### config.mk
export PLATFORM = sky130hd
export DESIGN_NAME = histogram_bin_counter
export DESIGN_NICKNAME = d
export VERILOG_FILES = /design/src/hw/rtl/hbc_pkg.sv /design/src/hw/rtl/histogram_bin_counter.sv
export SDC_FILE = /design/constraint.sdc
export NUM_CORES = 2
export LEC_CHECK = 0
export ABC_AREA = 1
export BUFFER_PORTS_ARGS = -buffer_cell sky130_fd_sc_hd__buf_2
export CAP_MARGIN = 15
export CELL_PAD_IN_SITES_DETAIL_PLACEMENT = 0
export CELL_PAD_IN_SITES_GLOBAL_PLACEMENT = 2
export CORE_MARGIN = 2
export CORE_UTILIZATION = 46
export CTS_CLUSTER_SIZE = 20
export DETAILED_ROUTE_END_ITERATION = 12
export PLACE_DENSITY_LB_ADDON = 0.15
export SKIP_CTS_REPAIR_TIMING = 1
export SYNTH_ARGS = -nofsm -noshare
export SYNTH_HDL_FRONTEND = slang
export SYNTH_SLANG_ARGS = --single-unit
### constraint.sdc
create_clock -name clk -period 9.2 [get_ports clk]
set_input_delay 1.84 -clock clk [delete_from_list [all_inputs] [get_ports clk]]
set_output_delay 1.84 -clock clk [all_outputs]
set_load 0.1 [all_outputs]
### src/hw/rtl/hbc_pkg.sv
package hbc_pkg;

    localparam int SMP_W        = 16;
    localparam int CNT_W        = 16;
    localparam int BW_W         = 8;
    localparam int IDX_OUT_W    = 6;
    localparam int MODE_W       = 2;
    localparam int ADDR_W       = 4;
    localparam int DATA_W       = 32;
    localparam int NUM_BINS_DEF = 50;

    localparam logic [CNT_W-1:0] COUNT_MAX = '1;

    localparam logic [MODE_W-1:0] MODE_ADD   = 2'd0;
    localparam logic [MODE_W-1:0] MODE_READ  = 2'd1;
    localparam logic [MODE_W-1:0] MODE_CLEAR = 2'd2;

    localparam logic [1:0] REG_LOW  = 2'd0;
    localparam logic [1:0] REG_HIGH = 2'd1;
    localparam logic [1:0] REG_BAR  = 2'd2;

    localparam logic signed [SMP_W-1:0] LOW_RST  = 16'sd0;
    localparam logic signed [SMP_W-1:0] HIGH_RST = 16'sd25344;
    localparam logic [BW_W-1:0]         BAR_RST  = 8'd60;

endpackage

### src/hw/rtl/histogram_bin_counter.sv
// add sample: out of range only counts in idle; equal bounds skip to the read
// and update of the first bin; else multiply and divide come before the update
// clear and unused mode: no result
// readout: per bin read, multiply, divide and load, bins in rising order, NUM_BINS results
// the bit-serial divider, shared by add and readout, gives one quotient bit per cycle
// reset clears all counters at once through per-bin valid bits, no clearing pass
module histogram_bin_counter #(
    parameter int NUM_BINS = hbc_pkg::NUM_BINS_DEF
) (
    input  logic                                clk,
    input  logic                                rst_n,
    input  logic                                in_valid,
    output logic                                in_ready,
    input  logic [hbc_pkg::MODE_W-1:0]          mode,
    input  logic signed [hbc_pkg::SMP_W-1:0]    sample,
    output logic                                out_valid,
    input  logic                                out_ready,
    output logic [hbc_pkg::IDX_OUT_W-1:0]       bin_index,
    output logic [hbc_pkg::CNT_W-1:0]           bin_count,
    output logic [hbc_pkg::BW_W-1:0]            bar_length,
    output logic [hbc_pkg::CNT_W-1:0]           outside_total,
    output logic                                last_bin,
    input  logic                                psel,
    input  logic                                penable,
    input  logic                                pwrite,
    input  logic [hbc_pkg::ADDR_W-1:0]          paddr,
    input  logic [hbc_pkg::DATA_W-1:0]          pwdata,
    output logic [hbc_pkg::DATA_W-1:0]          prdata,
    output logic                                pready
);
    import hbc_pkg::*;

    localparam int IDX_W  = (NUM_BINS > 1) ? $clog2(NUM_BINS) : 1;
    localparam int DIV_W  = (CNT_W + IDX_W > CNT_W + BW_W) ? CNT_W + IDX_W : CNT_W + BW_W;
    localparam int DCNT_W = $clog2(DIV_W);

    localparam logic [IDX_W-1:0]  LAST_BIN  = IDX_W'(NUM_BINS - 1);
    localparam logic [DCNT_W-1:0] DIV_LAST  = DCNT_W'(DIV_W - 1);

    typedef enum logic [2:0] {
        ST_IDLE,
        ST_MUL,
        ST_DIV,
        ST_READ,
        ST_UPDATE,
        ST_LOAD
    } state_t;

    state_t                   state_reg;
    logic                     readout_reg;
    logic signed [SMP_W-1:0]  lo_limit_reg;
    logic signed [SMP_W-1:0]  hi_limit_reg;
    logic [BW_W-1:0]          bar_width_reg;
    logic [NUM_BINS-1:0]      valid_reg;
    logic [CNT_W-1:0]         peak_reg;
    logic [CNT_W-1:0]         outside_reg;
    logic [CNT_W-1:0]         off_reg;
    logic [CNT_W-1:0]         cnt_reg;
    logic [IDX_W-1:0]         bin_reg;
    logic [CNT_W-1:0]         mem_q_reg;
    logic [CNT_W-1:0]         div_rem_reg;
    logic [CNT_W-1:0]         div_den_reg;
    logic [DIV_W-1:0]         div_shift_reg;
    logic [DCNT_W-1:0]        div_cnt_reg;
    logic                     out_valid_reg;
    logic [IDX_W-1:0]         bin_index_reg;
    logic [CNT_W-1:0]         bin_count_reg;
    logic [BW_W-1:0]          bar_length_reg;
    logic [CNT_W-1:0]         outside_total_reg;
    logic                     last_bin_reg;

    logic [CNT_W-1:0]         bin_mem [NUM_BINS];

    logic                     in_fire;
    logic                     cfg_write;
    logic                     out_load;
    logic                     outside;
    logic [CNT_W-1:0]         span;
    logic [CNT_W:0]           div_trial;
    logic                     div_ge;
    logic [CNT_W-1:0]         div_rem_next;
    logic [DIV_W-1:0]         div_shift_next;
    logic [IDX_W-1:0]         bin_next;
    logic [DIV_W-1:0]         prod_bin;
    logic [DIV_W-1:0]         prod_bar;
    logic [CNT_W-1:0]         cnt_cur;
    logic [CNT_W-1:0]         cnt_inc;
    logic [BW_W-1:0]          bar_next;

    assign in_ready  = (state_reg == ST_IDLE);
    assign in_fire   = in_valid && in_ready;
    assign cfg_write = psel && penable && pwrite && pready;
    assign pready    = 1'b1;
    assign out_load  = (state_reg == ST_LOAD) && (!out_valid_reg || out_ready);

    assign outside = (sample < lo_limit_reg) || (sample > hi_limit_reg);
    assign span    = CNT_W'(hi_limit_reg - lo_limit_reg);

    // one restoring divide step
    assign div_trial      = {div_rem_reg, div_shift_reg[DIV_W-1]};
    assign div_ge         = (div_trial >= {1'b0, div_den_reg});
    assign div_rem_next   = div_ge ? CNT_W'(div_trial - {1'b0, div_den_reg})
                                   : div_trial[CNT_W-1:0];
    assign div_shift_next = {div_shift_reg[DIV_W-2:0], div_ge};
    assign bin_next       = (div_shift_next > DIV_W'(LAST_BIN)) ? LAST_BIN
                                                                : div_shift_next[IDX_W-1:0];

    assign prod_bin = DIV_W'(off_reg) * DIV_W'(LAST_BIN);
    assign prod_bar = DIV_W'(cnt_reg) * DIV_W'(bar_width_reg);

    assign cnt_cur  = valid_reg[bin_reg] ? mem_q_reg : '0;
    assign cnt_inc  = (cnt_cur == COUNT_MAX) ? cnt_cur : cnt_cur + 1'b1;
    assign bar_next = (peak_reg == '0) ? '0
                    : (|div_shift_reg[DIV_W-1:BW_W]) ? '1
                    : div_shift_reg[BW_W-1:0];

    always_comb
    begin
        case (paddr[3:2])
            REG_LOW:  prdata = {{(DATA_W-SMP_W){1'b0}}, lo_limit_reg};
            REG_HIGH: prdata = {{(DATA_W-SMP_W){1'b0}}, hi_limit_reg};
            REG_BAR:  prdata = {{(DATA_W-BW_W){1'b0}}, bar_width_reg};
            default:  prdata = '0;
        endcase
    end

    always_ff @(posedge clk)
    begin
        if (state_reg == ST_READ)
        begin
            mem_q_reg <= bin_mem[bin_reg];
        end
        if (state_reg == ST_UPDATE && !readout_reg)
        begin
            bin_mem[bin_reg] <= cnt_inc;
        end
    end

    always_ff @(posedge clk or negedge rst_n)
    begin
        if (!rst_n)
        begin
            state_reg         <= ST_IDLE;
            readout_reg       <= 1'b0;
            lo_limit_reg      <= LOW_RST;
            hi_limit_reg      <= HIGH_RST;
            bar_width_reg     <= BAR_RST;
            valid_reg         <= '0;
            peak_reg          <= '0;
            outside_reg       <= '0;
            off_reg           <= '0;
            cnt_reg           <= '0;
            bin_reg           <= '0;
            div_rem_reg       <= '0;
            div_den_reg       <= '0;
            div_shift_reg     <= '0;
            div_cnt_reg       <= '0;
            out_valid_reg     <= 1'b0;
            bin_index_reg     <= '0;
            bin_count_reg     <= '0;
            bar_length_reg    <= '0;
            outside_total_reg <= '0;
            last_bin_reg      <= 1'b0;
        end
        else
        begin
            if (cfg_write)
            begin
                case (paddr[3:2])
                    REG_LOW:  lo_limit_reg   <= pwdata[SMP_W-1:0];
                    REG_HIGH: hi_limit_reg   <= pwdata[SMP_W-1:0];
                    REG_BAR:  bar_width_reg  <= pwdata[BW_W-1:0];
                    default:  ;
                endcase
            end

            if (out_load)
            begin
                out_valid_reg <= 1'b1;
            end
            else if (out_ready)
            begin
                out_valid_reg <= 1'b0;
            end

            case (state_reg)
                ST_IDLE:
                begin
                    if (in_fire)
                    begin
                        case (mode)
                            MODE_ADD:
                            begin
                                readout_reg <= 1'b0;
                                if (outside)
                                begin
                                    if (outside_reg != COUNT_MAX)
                                    begin
                                        outside_reg <= outside_reg + 1'b1;
                                    end
                                end
                                else if (span == '0)
                                begin
                                    // equal bounds land in the first bin
                                    bin_reg   <= '0;
                                    state_reg <= ST_READ;
                                end
                                else
                                begin
                                    off_reg     <= CNT_W'(sample - lo_limit_reg);
                                    div_den_reg <= span;
                                    state_reg   <= ST_MUL;
                                end
                            end
                            MODE_READ:
                            begin
                                readout_reg <= 1'b1;
                                bin_reg     <= '0;
                                state_reg   <= ST_READ;
                            end
                            MODE_CLEAR:
                            begin
                                valid_reg   <= '0;
                                peak_reg    <= '0;
                                outside_reg <= '0;
                            end
                            default: ;
                        endcase
                    end
                end
                ST_MUL:
                begin
                    div_shift_reg <= readout_reg ? prod_bar : prod_bin;
                    if (readout_reg)
                    begin
                        div_den_reg <= peak_reg;
                    end
                    div_rem_reg <= '0;
                    div_cnt_reg <= '0;
                    state_reg   <= ST_DIV;
                end
                ST_DIV:
                begin
                    div_rem_reg   <= div_rem_next;
                    div_shift_reg <= div_shift_next;
                    div_cnt_reg   <= div_cnt_reg + 1'b1;
                    if (div_cnt_reg == DIV_LAST)
                    begin
                        if (readout_reg)
                        begin
                            state_reg <= ST_LOAD;
                        end
                        else
                        begin
                            bin_reg   <= bin_next;
                            state_reg <= ST_READ;
                        end
                    end
                end
                ST_READ:
                begin
                    state_reg <= ST_UPDATE;
                end
                ST_UPDATE:
                begin
                    if (readout_reg)
                    begin
                        cnt_reg   <= cnt_cur;
                        state_reg <= ST_MUL;
                    end
                    else
                    begin
                        valid_reg[bin_reg] <= 1'b1;
                        if (cnt_inc > peak_reg)
                        begin
                            peak_reg <= cnt_inc;
                        end
                        state_reg <= ST_IDLE;
                    end
                end
                ST_LOAD:
                begin
                    // wait for the output register to free up
                    if (out_load)
                    begin
                        bin_index_reg     <= bin_reg;
                        bin_count_reg     <= cnt_reg;
                        bar_length_reg    <= bar_next;
                        outside_total_reg <= outside_reg;
                        last_bin_reg      <= (bin_reg == LAST_BIN);
                        if (bin_reg == LAST_BIN)
                        begin
                            state_reg <= ST_IDLE;
                        end
                        else
                        begin
                            bin_reg   <= bin_reg + 1'b1;
                            state_reg <= ST_READ;
                        end
                    end
                end
                default:
                begin
                    state_reg <= ST_IDLE;
                end
            endcase
        end
    end

    assign out_valid     = out_valid_reg;
    assign bin_index     = IDX_OUT_W'(bin_index_reg);
    assign bin_count     = bin_count_reg;
    assign bar_length    = bar_length_reg;
    assign outside_total = outside_total_reg;
    assign last_bin      = last_bin_reg;

    a_clear_zeroes: assert property (@(posedge clk) disable iff (!rst_n)
        in_fire && mode == MODE_CLEAR |=> peak_reg == '0 && outside_reg == '0 && valid_reg == '0)
        else $error("counters not cleared");

    a_peak_tracks: assert property (@(posedge clk) disable iff (!rst_n)
        state_reg == ST_UPDATE && !readout_reg |=> peak_reg >= $past(cnt_inc))
        else $error("peak below updated bin count");

    a_last_index: assert property (@(posedge clk) disable iff (!rst_n)
        out_valid_reg && last_bin_reg |-> bin_index_reg == LAST_BIN)
        else $error("last flag on wrong bin");

    a_div_exit: assert property (@(posedge clk) disable iff (!rst_n)
        state_reg == ST_DIV && div_cnt_reg == DIV_LAST
        |=> state_reg == ST_READ || state_reg == ST_LOAD)
        else $error("divider did not finish");

endmodule

==> summary.md <==
| Metric | Value |
|---|---|
| Max VDD drop | 205 uV |
| RSZ-0062 raised after global routing | false |
| Pin count of the biggest net entering global routing | 109 |
| Post-synthesis sequential area ratio | 60.4% |
| Fin cells | 6,480 |
| Buffers on Ports | 107 |
| Via density per instance | 5.43 |
| Slowest cell on crit path | and2_2 |
| Detailed placement HPWL | 91,800 um |
| Final nets | 5,221 |
| CTS max path bufs | 3 |
| # setup viols final | 0 |
| Via Count | 35,212 |
| Clock buffer count from CTS | 116 |
| Register area | 31,300 um^2 |
| Fin crit share | 70.0% |
| Clk slew on worst S/H paths | 60 ps |
| Synthesized area | 51,900 um^2 |
| Status | finished, final reports clean |
| PwrDens | 302 nW/um^2 |
| Final Skew | 59.1 ps |
| Worst skew pair latency | 740 ps |
| Synth warnings | 0 |
| CTS tree | yes |
| Worst slew margin | 24.4% |
| Worst setup margin | 2760 ps |
| Total global routing overflow | 0 |
| Gr usage total | 25.3% |
| CP top delay family | simple AND/OR/NAND/NOR gates |
| Vias in the first global route | 35,427 |
| Clk sinks | 1,089 |
| Post-synthesis cell count | 4,809 |
| Chip width | 340 um |
| Crit path launch type | flip-flop |
| Top cell type's share of synthesized area | 47.2% |
| Final Hold Fails | 0 |
| Leakage | 24.4 nW |
| Filler cells | 10,229 |
| Max reg flops | 800 |
| Pre-CTS WS | 2790 ps |
| Slew @ Worst Pin | 1130 ps |
| Layout cells sized above 1 | 8.37% |
| DR iter-0 viols | 2,633 |
| Core Area | 112,000 um^2 |
| Row count | 123 |
| Max Cap Viol | 0 |
| Antenna violations before repair | 2 |
| Crit path kind | flip-flop to flip-flop |
| Top FF cell, synth | edfxtp_1 |
| Pre-Repair DR Iteration Count | 7 |
| Largest area contributor in the netlist | edfxtp_1 |
| F_max | 155 MHz |
| Die Y | 340 um |
| Post-synth EDFFs | 816 |
| Root Driver | clkbuf_16 |
| Shortest period the worst path allows | 6440 ps |
| Worst Path Required | 9840 ps |
| Seq cells post-synth | 1,089 |
| Largest stage delay, worst path | 910 ps |
| Multi-input logic area | 17,600 um^2 |
| Number of nets with antenna violations after routing | 0 |
| Sum Neg Setup Slack | 0 ps |
| CP Capture Type | flip-flop |
| Async set-or-reset flop fraction in the synthesized netlist | 25.1% |
| Synth cell types | 60 |
| Hold WC Path Type | flip-flop to flip-flop |
| RD Place Congestion | 0.843 |
| Diodes inserted | 0 |
| Buf/Inv on CP | 5 |
| Post-route DRC | 0 |
| Final WL | 146,000 um |
| H-tree depth | 3 |
| Synth top area cells | edfxtp_1, dfrtp_1, nand2_1, ha_1, inv_1 |
| Global-route wire length before repair | 220,000 um |
| Cell repeated most along the worst path | nand2_1 |
| Peak fanout along the critical path | 51 |
| Post-layout util | 51.5% |
| Most common cell after layout, fill and taps aside | nand2_1 |
| # IOs | 143 |
| Most frequent cells in the layout | nand2_1, edfxtp_1, inv_1 |
| Area grow syn2layout | 11.2% |
| WP data arrival | 7070 ps |
| Die area | 116,000 um^2 |
| WL/cell | 22.5 um |
| Tot Pwr | 17.4 mW |
| Cells after DPL | 6,263 |
| Mean Syn Cell Area | 10.8 um^2 |
| Initial Util | 46.3% |
| Max-slew violation count | 0 |
-- report_power, final --
| part | leakage [nW] | internal (mW) | total, mW | switching (mW) |
|---|---|---|---|---|
| Clock | 1.85 | 2.63 | 4.64 | 2.01 |
| Sequential | 11.1 | 6.17 | 6.65 | 0.480 |
| Combinational | 11.5 | 1.74 | 6.17 | 4.43 |
| Total | 24.4 | 10.5 | 17.4 | 6.92 |
-- Yosys cell counts, types with 10 or more instances --
master and count:
nor3_1 30, o21a_1 21, o22ai_1 13, xor2_1 39, xnor2_1 25, fa_1 98
o21ai_1 10, a22o_1 75, buf_4 21, nand2_1 1120, nor2_1 285, nand3_1 179
clkbuf_1 137, a21oi_1 157, inv_2 11, o221ai_1 11, edfxtp_1 816, ha_1 181
dfrtp_1 265, o21bai_1 11, nand4_1 112, nand2_2 16, inv_1 554, buf_2 37
a22oi_1 125, buf_1 23, a221oi_1 88, o21ai_0 240
-- through the flow --
stage	cell area, um^2	hold slack [ps]
detailed placement	53900	457
global placement	53900	455
floorplan	52000	442
CTS	57700	472
global route	57700	499
finish	57700	465
-- area by class of cell --
class                      instances  share of cell area, %
timing repair buffer             165                   1.76
sequential                      1089                   54.3
multi-input combinational       2938                   30.4
inverter                         571                   3.73
clock buffer                     140                   5.36
clock inverter                    77                   1.22
tap                             1500                   3.25
-- path summary, 6_finish.rpt --
kind,from,endpoint,slack [ps],cells past startpoint
max,bin_reg[0],peak_reg[1],2760,35
min,bin_count[5],bin_count[5],460,2
max reg2reg,bin_reg[0],peak_reg[1],2760,35
min reg2reg,bin_count[5],bin_count[5],460,2
max in group asynchronous,rst_n,bin_reg[0],6510,2
min in group asynchronous,rst_n,lo_limit_reg[15],1220,1
-- routing by layer --
layer	global-route usage [%]	wire length, um	vias up
met1	33.3	62900	17438
li1	-	-	16694
met4	9.55	5850	2
met5	0	13	-
met2	42.4	70100	841
met3	3.65	7180	237
-- worst min-delay path, delay by kind of cell, from the launching register on --
family / cells / cell delay, ps
simple gates: 2 / 100
flops: 1 / 340
-- cells by family after synthesis --
group           Yosys count  synth area share (%)
mux                       1                0.0193
xor+xnor                 64                  1.08
fa+ha+maj               279                  8.14
buf+inv                 797                  6.13
compound gates          804                  10.1
other cells               2                0.0145
simple gates           1773                  14.2
flops                  1089                  60.4
No activity file was read; power rests on OpenSTA's default activity.
